--- src/rtl/core/cms_pkg.sv ---
package cms_pkg;

  // default geometry of the counter store
  localparam int ROWS_DEF = 4;
  localparam int COLS_DEF = 1024;

  // field widths
  localparam int DATA_W   = 32;
  localparam int MODE_W   = 2;
  localparam int ROWCFG_W = 3;
  localparam int COLCFG_W = 11;
  localparam int CFGIDX_W = 2;

  // remainder unit: bits retired per cycle
  localparam int DIGIT_W = 4;

  // register indexes
  localparam logic [CFGIDX_W-1:0] REG_ROW_COUNT    = 2'd0;
  localparam logic [CFGIDX_W-1:0] REG_COLUMN_COUNT = 2'd1;

  // item modes
  localparam logic [MODE_W-1:0] MODE_ADD   = 2'd0;
  localparam logic [MODE_W-1:0] MODE_QUERY = 2'd1;
  localparam logic [MODE_W-1:0] MODE_CLEAR = 2'd2;

  typedef enum logic [1:0] {
    OP_ADD   = 2'd0,
    OP_QUERY = 2'd1,
    OP_CLEAR = 2'd2
  } op_t;

  typedef struct packed {
    op_t               op;
    logic [DATA_W-1:0] hash_a;
    logic [DATA_W-1:0] hash_b;
    logic [DATA_W-1:0] delta;
  } item_t;

endpackage

--- src/rtl/core/cms_front.sv ---
module cms_front (
  input  logic                       clk,
  input  logic                       rst_n,
  input  logic                       enable,
  input  logic                       in_valid,
  output logic                       in_ready,
  input  logic [cms_pkg::MODE_W-1:0] in_mode,
  input  logic [cms_pkg::DATA_W-1:0] in_hash_a,
  input  logic [cms_pkg::DATA_W-1:0] in_hash_b,
  input  logic [cms_pkg::DATA_W-1:0] in_delta,
  output logic                       q_valid,
  output cms_pkg::item_t             q_item,
  input  logic                       q_pop
);

  cms_pkg::item_t   slot_r [2];
  logic             wptr_r, wptr_nxt;
  logic             rptr_r, rptr_nxt;
  logic [1:0]       cnt_r, cnt_nxt;
  logic             xfer, push, keep;
  cms_pkg::item_t   cls;

  assign in_ready = enable && (cnt_r != 2'd2);
  assign xfer     = in_valid && in_ready;

  // classify the mode; unused mode is dropped here
  always_comb begin
    cls.hash_a = in_hash_a;
    cls.hash_b = in_hash_b;
    cls.delta  = in_delta;
    keep       = 1'b1;
    case (in_mode)
      cms_pkg::MODE_ADD:   cls.op = cms_pkg::OP_ADD;
      cms_pkg::MODE_QUERY: cls.op = cms_pkg::OP_QUERY;
      cms_pkg::MODE_CLEAR: cls.op = cms_pkg::OP_CLEAR;
      default: begin
        cls.op = cms_pkg::OP_ADD;
        keep   = 1'b0;
      end
    endcase
  end

  assign push    = xfer && keep;
  assign q_valid = (cnt_r != 2'd0);
  assign q_item  = slot_r[rptr_r];

  // queue pointers
  always_comb begin
    wptr_nxt = push ? ~wptr_r : wptr_r;
    rptr_nxt = q_pop ? ~rptr_r : rptr_r;
    cnt_nxt  = cnt_r + {1'b0, push} - {1'b0, q_pop};
  end

  always_ff @(posedge clk) begin
    if (!rst_n) begin
      wptr_r <= 1'b0;
      rptr_r <= 1'b0;
      cnt_r  <= 2'd0;
    end else begin
      wptr_r <= wptr_nxt;
      rptr_r <= rptr_nxt;
      cnt_r  <= cnt_nxt;
    end
  end

  // queue storage
  always_ff @(posedge clk) begin
    if (push) begin
      slot_r[wptr_r] <= cls;
    end
  end

endmodule

--- config.mk ---
export PLATFORM = sky130hd
export DESIGN_NAME = cms_front
export DESIGN_NICKNAME = d
export VERILOG_FILES = /design/src/rtl/core/cms_pkg.sv /design/src/rtl/core/cms_front.sv
export SDC_FILE = /design/constraint.sdc
export NUM_CORES = 1
export LEC_CHECK = 0
export BUFFER_PORTS_ARGS = -buffer_cell sky130_fd_sc_hd__buf_4
export CAP_MARGIN = 10
export CORE_MARGIN = 2
export CORE_UTILIZATION = 50
export CTS_BUF_LIST = sky130_fd_sc_hd__clkbuf_16
export CTS_CLUSTER_DIAMETER = 50
export DETAILED_ROUTE_END_ITERATION = 7
export GPL_ROUTABILITY_DRIVEN = 1
export PLACE_DENSITY = 0.77
export SETUP_SLACK_MARGIN = 0.02
export SYNTH_ARGS = -nofsm -noshare
export SYNTH_HDL_FRONTEND = slang
export SYNTH_SLANG_ARGS = --single-unit
--- constraint.sdc ---
create_clock -name clk -period 5.9 [get_ports clk]
set_input_delay 0.295 -clock clk [delete_from_list [all_inputs] [get_ports clk]]
set_output_delay 0.295 -clock clk [all_outputs]
set_load 0.01 [all_outputs]
==> results.sh, run 1 <==
export IMPL_critPathMaxFanout=63
export IMPL_grt_usage=0.187
export IMPL_wire_per_inst_um=18.1
export IMPL_p_leak_nw=4.08
export IMPL_synth_distinct_cells=18
export IMPL_wirelength_um=15300
export IMPL_fp_dieArea_sq_um=15800
export IMPL_setup_worst_path_end="q_item[57]"
export IMPL_synth_warnings=0
export IMPL_dp_cells=713
export IMPL_synth_area_sq_um=7390
export IMPL_grt_pass1_wl_um=22900
export IMPL_final_util=0.742
export IMPL_cp_buffers_inverters=2
export IMPL_mostFrequentLayoutCell="buf_4"
export IMPL_hold_violations=0
export IMPL_fin_area_sq_um=10700
export IMPL_firstDrtPassIters=4
export IMPL_synth_yosys_seq_area_share=0.809
export IMPL_setup_ws_ps=2990
export IMPL_portBuffers=202
export IMPL_drive_gt1_frac=0.514
export IMPL_holdWs_ps=66.8
export IMPL_outcome="finished clean"
export IMPL_clock_sinks=201
export IMPL_p_per_area_nw_per_um2=311
export IMPL_use_met1=0.222
export IMPL_synth_top_area_share=0.796
export IMPL_syn2layout_area_growth_pct=45.3
export IMPL_die_h_um=126
export IMPL_grt_busiest_layer="met2"
export IMPL_initial_core_util=0.511
export IMPL_critPathKind="reg -> out"
export IMPL_rows=44
export IMPL_drv_cap=0
export IMPL_grt_use_met3=0.0331
export IMPL_worstSetupPathDepth=3
export IMPL_num_vias=4157
export IMPL_post_layout_nonfiller_instances=847
export IMPL_crit_arrival_ps=2620
export IMPL_min_period_over_period=0.494
export IMPL_synth_enable_flop_cells=196
export IMPL_fp_dieW_um=126
export IMPL_cpMostUsedCell="buf_4"
export IMPL_synth_top_flop_cell="edfxtp_1"
export IMPL_rr_endpoint="slot_r[0][49]"
export IMPL_syn_avg_cell_area_sq_um=22.2
export IMPL_ys_ff_latch=201
export IMPL_tightest_slew_ps=869
export IMPL_hp_class="in -> reg"
export IMPL_fin_nets=753
export IMPL_cp_required_ps=5610
export IMPL_maxSlewHeadroom=0.421
export IMPL_cts_path_max_buffers=3
export IMPL_drt_iter0_markers=199
export IMPL_synth_fp_nets=438
export IMPL_gp_congestion=0.739
export IMPL_most_common_layout_cells="buf_4 (207), edfxtp_1 (196), dlygate4sd3_1 (96)"
export IMPL_rsz0062_at_grt="false"
export IMPL_worstPathCellList="buf_4 -> mux2_2 -> buf_4"
export IMPL_r2r_start="cnt_r[0]"
export IMPL_clk_pin_slew_ps=60
export IMPL_tns_ps=0
export IMPL_postSynth_asyncResetShare=0
export IMPL_ys_top_cells_by_area="edfxtp_1 (80%), mux2_2 (12%), mux2_4 (4.1%)"
export IMPL_critPathLaunchType="flip-flop"
export IMPL_ant_nets=0
export IMPL_fmax_ghz=0.343
export IMPL_avgViaCountPerCell=4.91
export IMPL_clock_root_buffer="clkbuf_16"
export IMPL_min_period_ps=2910
export IMPL_slowest_stage="buf_4"
export IMPL_r2r_setup_slack_ps=3830
export IMPL_drv_slew=0
export IMPL_drc=0
export IMPL_dpl_instance_area_sq_um=9120
export IMPL_dp_hpwl_um=8910
export IMPL_core_sq_um=14500
export IMPL_grt_max_degree=64
export IMPL_cp_slowest_stage_delay_ps=770
export IMPL_htreeDepth=1
export IMPL_vdd_ir_drop_max_mv=0.239
export IMPL_setup_viol=0
export IMPL_power_mw=3.34
export IMPL_end_kind="output pin"
export IMPL_grt_pass1_vias=4427
export IMPL_post_cts_buffers=0
export IMPL_grt_util_met2=0.340
export IMPL_r2r_worst_path_cells=4
export IMPL_num_io_pins=203
export IMPL_post_synth_top_area_cell="edfxtp_1"
export IMPL_diodes=0
export IMPL_grt_overflow_total=0
export IMPL_insertion_delay_ps=480
export IMPL_antenna_found_initial=0
export IMPL_numCtsBuffers=21
export IMPL_dp_slack_ps=3500
export IMPL_synthCells=333
export IMPL_cts_tree="built"
export IMPL_path_delay_family="buffers and inverters"
export IMPL_fin_skew_ps=6.57
## layout make-up
type	count	area [sq um]
clock buffer	21	526
clock inverter	17	139
fill	818	3740
inverter	2	7.51
multi-input combinational	119	1340
sequential	201	5990
tap	184	230
timing repair buffer	303	2510
## logic make-up after synthesis
| kind of cell | synth area share |
|---|---|
| multiplexers | 0.161 |
| XOR/XNOR | 0.00355 |
| flip-flops | 0.809 |
| adder cells (fa/ha/maj) | 0.00338 |
| AND/OR/NAND/NOR | 0.0110 |
| buffers and inverters | 0.0118 |
## synth_stat cells, drive strengths merged (2+ instances only)
| cell | instances |
|---|---|
| and2 | 5 |
| buf | 11 |
| dfxtp | 5 |
| edfxtp | 196 |
| ha | 2 |
| inv | 2 |
| mux2 | 98 |
| nand2 | 3 |
| nor2 | 2 |
| nor2b | 2 |
| xnor2 | 2 |
## timing repair
action                    CTS  global route
gates resized for setup     0             0
hold endpoints to repair  192             0
hold buffers               96             0
## flip-flops by register name (all words and copies together), names as in the netlist, named ones only
register  flops
cnt_r         2
wptr_r        1
rptr_r        1
slot_r      196
## how the worst min path moves through the flow
stage | start | endpoint | slack (ps) | cells past startpoint
finish | rst_n | cnt_r[0] | 70 | 2
detailed placement | in_hash_a[21] | slot_r[0][85] | 480 | 1
CTS | rst_n | cnt_r[0] | 50 | 2
global route | rst_n | flip-flop | 70 | 2
global placement | in_hash_b[0] | slot_r[0][32] | 480 | 1
floorplan | in_delta[0] | slot_r[0][0] | 390 | 0
## layer usage
metal / vias up / routed length (um)
met5: - / 0
met1: 2021 / 5820
met3: 32 / 817
li1: 1949 / -
met4: 0 / 431
met2: 155 / 8230
## report_power, final
group / internal [mW] / total [mW] / switching [mW]
Clock: 0.740 / 1.25 / 0.509
Combinational: 0.250 / 0.427 / 0.176
Sequential: 1.64 / 1.66 / 0.0274
Total: 2.63 / 3.34 / 0.713
No activity file was read; power rests on OpenSTA's default activity.
==> inputs of run 2 (changes only) <==
clock period = 2.95 ns   (was 5.9 ns; I/O delays follow)
==> run 2 against run 1 <==
Combinational power grew 100%. Die area is the same. Clock power grew 87%. Core utilization is essentially flat. First-iteration DRC count grew 16%. Count of clock-buffer cells in the layout is the same. Clock skew grew 6.0 ps. Routed wire length shrank 0.59%. Final area is essentially flat. Register-to-register slack lost 2800 ps. Largest power group unchanged.
==> results.sh, run 2 (synthesized netlist as in run 1, its figures left out) <==
export IMPL_syn2layout_area_growth_pct=45.2
export IMPL_r2r_setup_slack_ps=1050
export IMPL_cp_required_ps=2800
export IMPL_drt_iter0_markers=230
export IMPL_grt_max_degree=58
export IMPL_initial_core_util=0.511
export IMPL_critPathMaxFanout=28
export IMPL_power_mw=6.52
export IMPL_fin_skew_ps=12.6
export IMPL_vdd_ir_drop_max_mv=0.492
export IMPL_fp_dieW_um=126
export IMPL_multi_input_area_sq_um=1340
export IMPL_seqPwrFrac=0.508
export IMPL_dp_slack_ps=1020
export IMPL_diodes=0
export IMPL_critPathKind="reg -> out"
export IMPL_insertion_delay_ps=480
export IMPL_wire_per_inst_um=18.0
export IMPL_min_period_over_period=0.722
export IMPL_post_layout_nonfiller_instances=847
export IMPL_worstHoldStart="q_pop"
export IMPL_fillers=845
export IMPL_whs_path_depth=3
export IMPL_largest_register_ffs=196
export IMPL_min_period_ps=2130
export IMPL_maxSlewHeadroom=0.553
export IMPL_rows=44
export IMPL_htreeDepth=1
export IMPL_r2r_worst_path_cells=4
export IMPL_portBuffers=202
export IMPL_hold_violations=0
export IMPL_grt_pass1_wl_um=23600
export IMPL_avgViaCountPerCell=4.92
export IMPL_fin_nets=757
export IMPL_ant_nets=0
export IMPL_gp_congestion=0.725
export IMPL_wirelength_um=15200
export IMPL_cts_resized=0
export IMPL_drv_cap=0
export IMPL_fmax_ghz=0.469
export IMPL_clk_pin_slew_ps=60
export IMPL_grt_pass1_vias=4612
export IMPL_grt_usage=0.189
export IMPL_p_leak_nw=4.08
export IMPL_regArea_sq_um=5990
export IMPL_reg_largest_list="slot_r: 196 flops, cnt_r: 2 flops"
export IMPL_numCtsBuffers=21
export IMPL_r2r_start="cnt_r[0]"
export IMPL_core_sq_um=14500
export IMPL_p_switching_mw=1.37
export IMPL_rr_endpoint="slot_r[1][51]"
export IMPL_drive_gt1_frac=0.507
export IMPL_setup_ws_ps=819
export IMPL_hp_class="in -> reg"
export IMPL_fp_dieArea_sq_um=15800
export IMPL_largest_register="slot_r"
export IMPL_outcome="finished clean"
export IMPL_p_int_mw=5.15
export IMPL_critPathLaunchType="flip-flop"
export IMPL_setup_viol=0
export IMPL_most_common_layout_cells="buf_4 (207), edfxtp_1 (196), dlygate4sd3_1 (99)"
export IMPL_die_h_um=126
export IMPL_clock_root_buffer="clkbuf_16"
export IMPL_rsz0062_at_grt="false"
export IMPL_comb_power_share=0.134
export IMPL_crit_arrival_ps=1980
export IMPL_switching_share=0.210
export IMPL_dp_cells=714
export IMPL_final_util=0.742
export IMPL_p_per_area_nw_per_um2=608
export IMPL_antenna_found_initial=0
export IMPL_clock_sinks=201
export IMPL_power_clock_fraction=0.358
export IMPL_tightest_slew_ps=671
export IMPL_end_kind="output pin"
export IMPL_num_vias=4168
export IMPL_cts_tree="built"
export IMPL_drc=0
export IMPL_mostFrequentLayoutCell="buf_4"
export IMPL_num_io_pins=203
export IMPL_dp_hpwl_um=9030
export IMPL_grt_overflow_total=0
export IMPL_firstDrtPassIters=6
export IMPL_drv_slew=0
export IMPL_cts_path_max_buffers=3
run 2: cell type report:
cell class / instances / area share
clock buffers: 21 / 0.0489
flip-flops and latches: 201 / 0.558
well taps: 184 / 0.0214
repair buffers: 307 / 0.239
clock inverters: 13 / 0.00781
inverters: 2 / 0.000699
multi-input cells: 119 / 0.124
run 2: worst max-delay path by stage:
stage                    from            end  slack (ps)
floorplan            cnt_r[0]   slot_r[0][0]        -710
global placement     cnt_r[0]  slot_r[1][66]        1080
detailed placement   cnt_r[0]  slot_r[1][56]        1020
CTS                 flip-flop      q_item[4]         790
global route        flip-flop      q_item[4]         730
finish              flip-flop     q_item[55]         820
run 2: routing by layer:
layer	vias up	track usage	routed length, um
met2	146	0.357	8330
met5	-	0	0
met3	27	0.0382	837
li1	1944	-	-
met4	0	0.0549	298
met1	2051	0.218	5750
run 2: critical path, stage by stage, from the launching register on:
cell,delay (ps)
dfxtp_4,490
buf_4,460
mux2_2,400
buf_4,140
run 2: per-stage QoR:
step                      hold slack (ps)  TNS [ps]  cell area, sq um
after floorplan                       246   -139750              7400
after global placement                332         0              9140
after detailed placement              335         0              9140
after CTS                            7.28         0             10700
after global routing                 24.7         0             10700
final                                23.1         0             10700
run 2: power by group through the flow:
stage | Sequential (mW) | Clock, mW | Combinational, mW
6_report | 3.32 | 2.34 | 0.872
5_1_grt | 3.32 | 2.51 | 0.932
4_1_cts | 3.32 | 2.40 | 0.872
3_3_place_gp | 3.36 | 0 | 0.747
3_5_place_dp | 3.38 | 0 | 0.759
2_1_floorplan | 3.36 | 0 | 0.388
run 2: timing repair:
action,4_1_cts,5_1_grt
hold buffers,99,0
hold endpoints to repair,201,0
setup buffers,0,0
==> inputs of run 3 (changes only) <==
clock period = 2 ns   (was 2.95 ns; I/O delays follow)
==> run 3 against run 2 <==
Combinational power increased by 54%. Global-route usage is 0.20 points higher. Power rose by 52%. Clock power rose by 58%. Via count is 2.1% higher. Clock skew is 1.7 ps higher. Critical path type unchanged. Non-clock buffer count rose by 5. First-iteration DRC count increased by 24%. Sequential power rose by 47%. Routed wire length grew 2.8%. Count of clock-buffer cells in the layout is the same. Worst hold slack improved by 100 ps.
==> results.sh, run 3 (synthesized netlist as in run 1, its figures left out) <==
export IMPL_outcome="finished clean"
export IMPL_avgViaCountPerCell=4.97
export IMPL_post_layout_nonfiller_instances=856
export IMPL_critPathMaxFanout=43
export IMPL_multi_input_area_sq_um=1340
export IMPL_setup_worst_path_end="q_item[61]"
export IMPL_comb_power_share=0.135
export IMPL_switching_share=0.215
export IMPL_drt_iter0_markers=286
export IMPL_end_kind="output pin"
export IMPL_num_vias=4254
export IMPL_hp_class="in -> reg"
export IMPL_regArea_sq_um=5990
export IMPL_wl_met1_um=6070
export IMPL_r2r_worst_path_cells=8
export IMPL_antenna_found_initial=0
export IMPL_p_per_area_nw_per_um2=910
export IMPL_grt_pass1_wl_um=23900
export IMPL_crit_arrival_ps=1700
export IMPL_drc=0
export IMPL_vdd_ir_drop_max_mv=0.839
export IMPL_cts_resized=0
export IMPL_insertion_delay_ps=490
export IMPL_fin_skew_ps=14.3
export IMPL_fp_dieArea_sq_um=15800
export IMPL_portBuffers=202
export IMPL_clk_pin_slew_ps=60
export IMPL_rsz0062_at_grt="false"
export IMPL_cp_required_ps=1900
export IMPL_initial_core_util=0.511
export IMPL_diodes=0
export IMPL_min_period_over_period=0.902
export IMPL_p_leak_nw=4.15
export IMPL_critPathLaunchType="flip-flop"
export IMPL_r2r_setup_slack_ps=360
export IMPL_wl_met2_um=8490
export IMPL_power_clock_fraction=0.372
export IMPL_fin_nets=762
export IMPL_wl_met3_um=893
export IMPL_most_common_layout_cells="buf_4 (205), edfxtp_1 (196), dlygate4sd3_1 (101)"
export IMPL_drive_gt1_frac=0.512
export IMPL_rows=44
export IMPL_num_io_pins=203
export IMPL_dp_hpwl_um=8860
export IMPL_ant_nets=0
export IMPL_highest_layer="met4"
export IMPL_fin_area_sq_um=10900
export IMPL_largest_register="slot_r"
export IMPL_rr_endpoint="cnt_r[1]"
export IMPL_grt_max_degree=54
export IMPL_fp_dieW_um=126
export IMPL_cts_path_max_buffers=3
export IMPL_wire_per_inst_um=18.3
export IMPL_clock_root_buffer="clkbuf_16"
export IMPL_setup_viol=0
export IMPL_mostFrequentLayoutCell="buf_4"
export IMPL_numCtsBuffers=21
export IMPL_cts_tree="built"
export IMPL_grt_overflow_total=0
export IMPL_grt_pass1_vias=4563
export IMPL_setup_ws_ps=196
export IMPL_die_h_um=126
export IMPL_largest_register_ffs=196
export IMPL_fillers=805
export IMPL_critPathKind="reg -> out"
export IMPL_htreeDepth=1
export IMPL_syn2layout_area_growth_pct=47.4
export IMPL_firstDrtPassIters=4
export IMPL_tightest_slew_ps=305
export IMPL_core_sq_um=14500
export IMPL_dpl_instance_area_sq_um=9220
export IMPL_dp_cells=715
export IMPL_r2r_start="cnt_r[0]"
export IMPL_hold_violations=0
export IMPL_gp_congestion=0.677
export IMPL_p_int_mw=7.78
export IMPL_dp_slack_ps=364
export IMPL_maxSlewHeadroom=0.797
export IMPL_reg_largest_list="slot_r: 196 flops, cnt_r: 2 flops"
export IMPL_p_switching_mw=2.13
export IMPL_grt_usage=0.191
export IMPL_wirelength_um=15600
export IMPL_min_period_ps=1800
export IMPL_drv_slew=0
export IMPL_fmax_ghz=0.554
export IMPL_seqPwrFrac=0.492
export IMPL_clock_sinks=201
export IMPL_drv_cap=0
[run 3: changes by cell type in the layout (fill, tap and decap cells not counted), sizes merged]
cell,change
buf,+3
clkinvlp,+1
dlygate4sd3,+2
inv,+1
clkinv,+1
bufinv,+1
[run 3: worst max-delay path, stage by stage, from the launching register on]
cell	delay, ps
dfxtp_4	400
buf_12	260
mux2_2	400
buf_4	150
[run 3: repair_timing]
| item | in CTS | in global routing |
|---|---|---|
| hold buffers | 101 | 0 |
| endpoints found under the setup margin | 71 | 0 |
| hold endpoints to repair | 201 | 0 |
| setup buffers | 2 | 0 |
[run 3: per-layer routing]
metal  vias to the layer above  GRT usage
li1                       1963          -
met1                      2111      0.229
met3                        17     0.0378
met5                         -          0
met4                         0     0.0425
met2                       163      0.359
[run 3: layout make-up]
type	instances	share of cell area
flip-flops and latches	201	0.550
repair buffers	312	0.245
clock buffers	21	0.0482
clock inverters	17	0.0123
multi-input cells	119	0.123
well taps	184	0.0211
inverters	2	0.000689
[run 3: per-stage QoR]
stage / util / hold slack [ps] / power (mW) / setup TNS, ps
floorplan: - / 199 / 5.54 / -125390
global placement: 0.637 / 285 / 6.09 / 0
global route: 0.753 / 148 / 10.2 / 0
finish: 0.753 / 125 / 9.92 / 0
CTS: 0.753 / 108 / 9.97 / 0
detailed placement: 0.637 / 288 / 6.13 / 0
[run 3: how the worst min path moves through the flow]
| stage | startpoint | to | depth (start not counted) | slack (ps) |
|---|---|---|---|---|
| CTS | enable | wptr_r | 4 | 110 |
| detailed placement | in_hash_b[30] | slot_r[1][62] | 1 | 290 |
| floorplan | in_delta[0] | slot_r[0][0] | 0 | 200 |
| global route | enable | wptr_r | 4 | 150 |
| global placement | in_delta[10] | slot_r[0][10] | 1 | 290 |
| finish | enable | wptr_r | 4 | 130 |
[run 3: power groups by stage]
stage	Combinational, mW	Clock, mW	Sequential, mW
6_report	1.34	3.69	4.88
4_1_cts	1.34	3.75	4.88
3_3_place_gp	1.12	0	4.97
2_1_floorplan	0.580	0	4.96
3_5_place_dp	1.15	0	4.98
5_1_grt	1.43	3.91	4.89
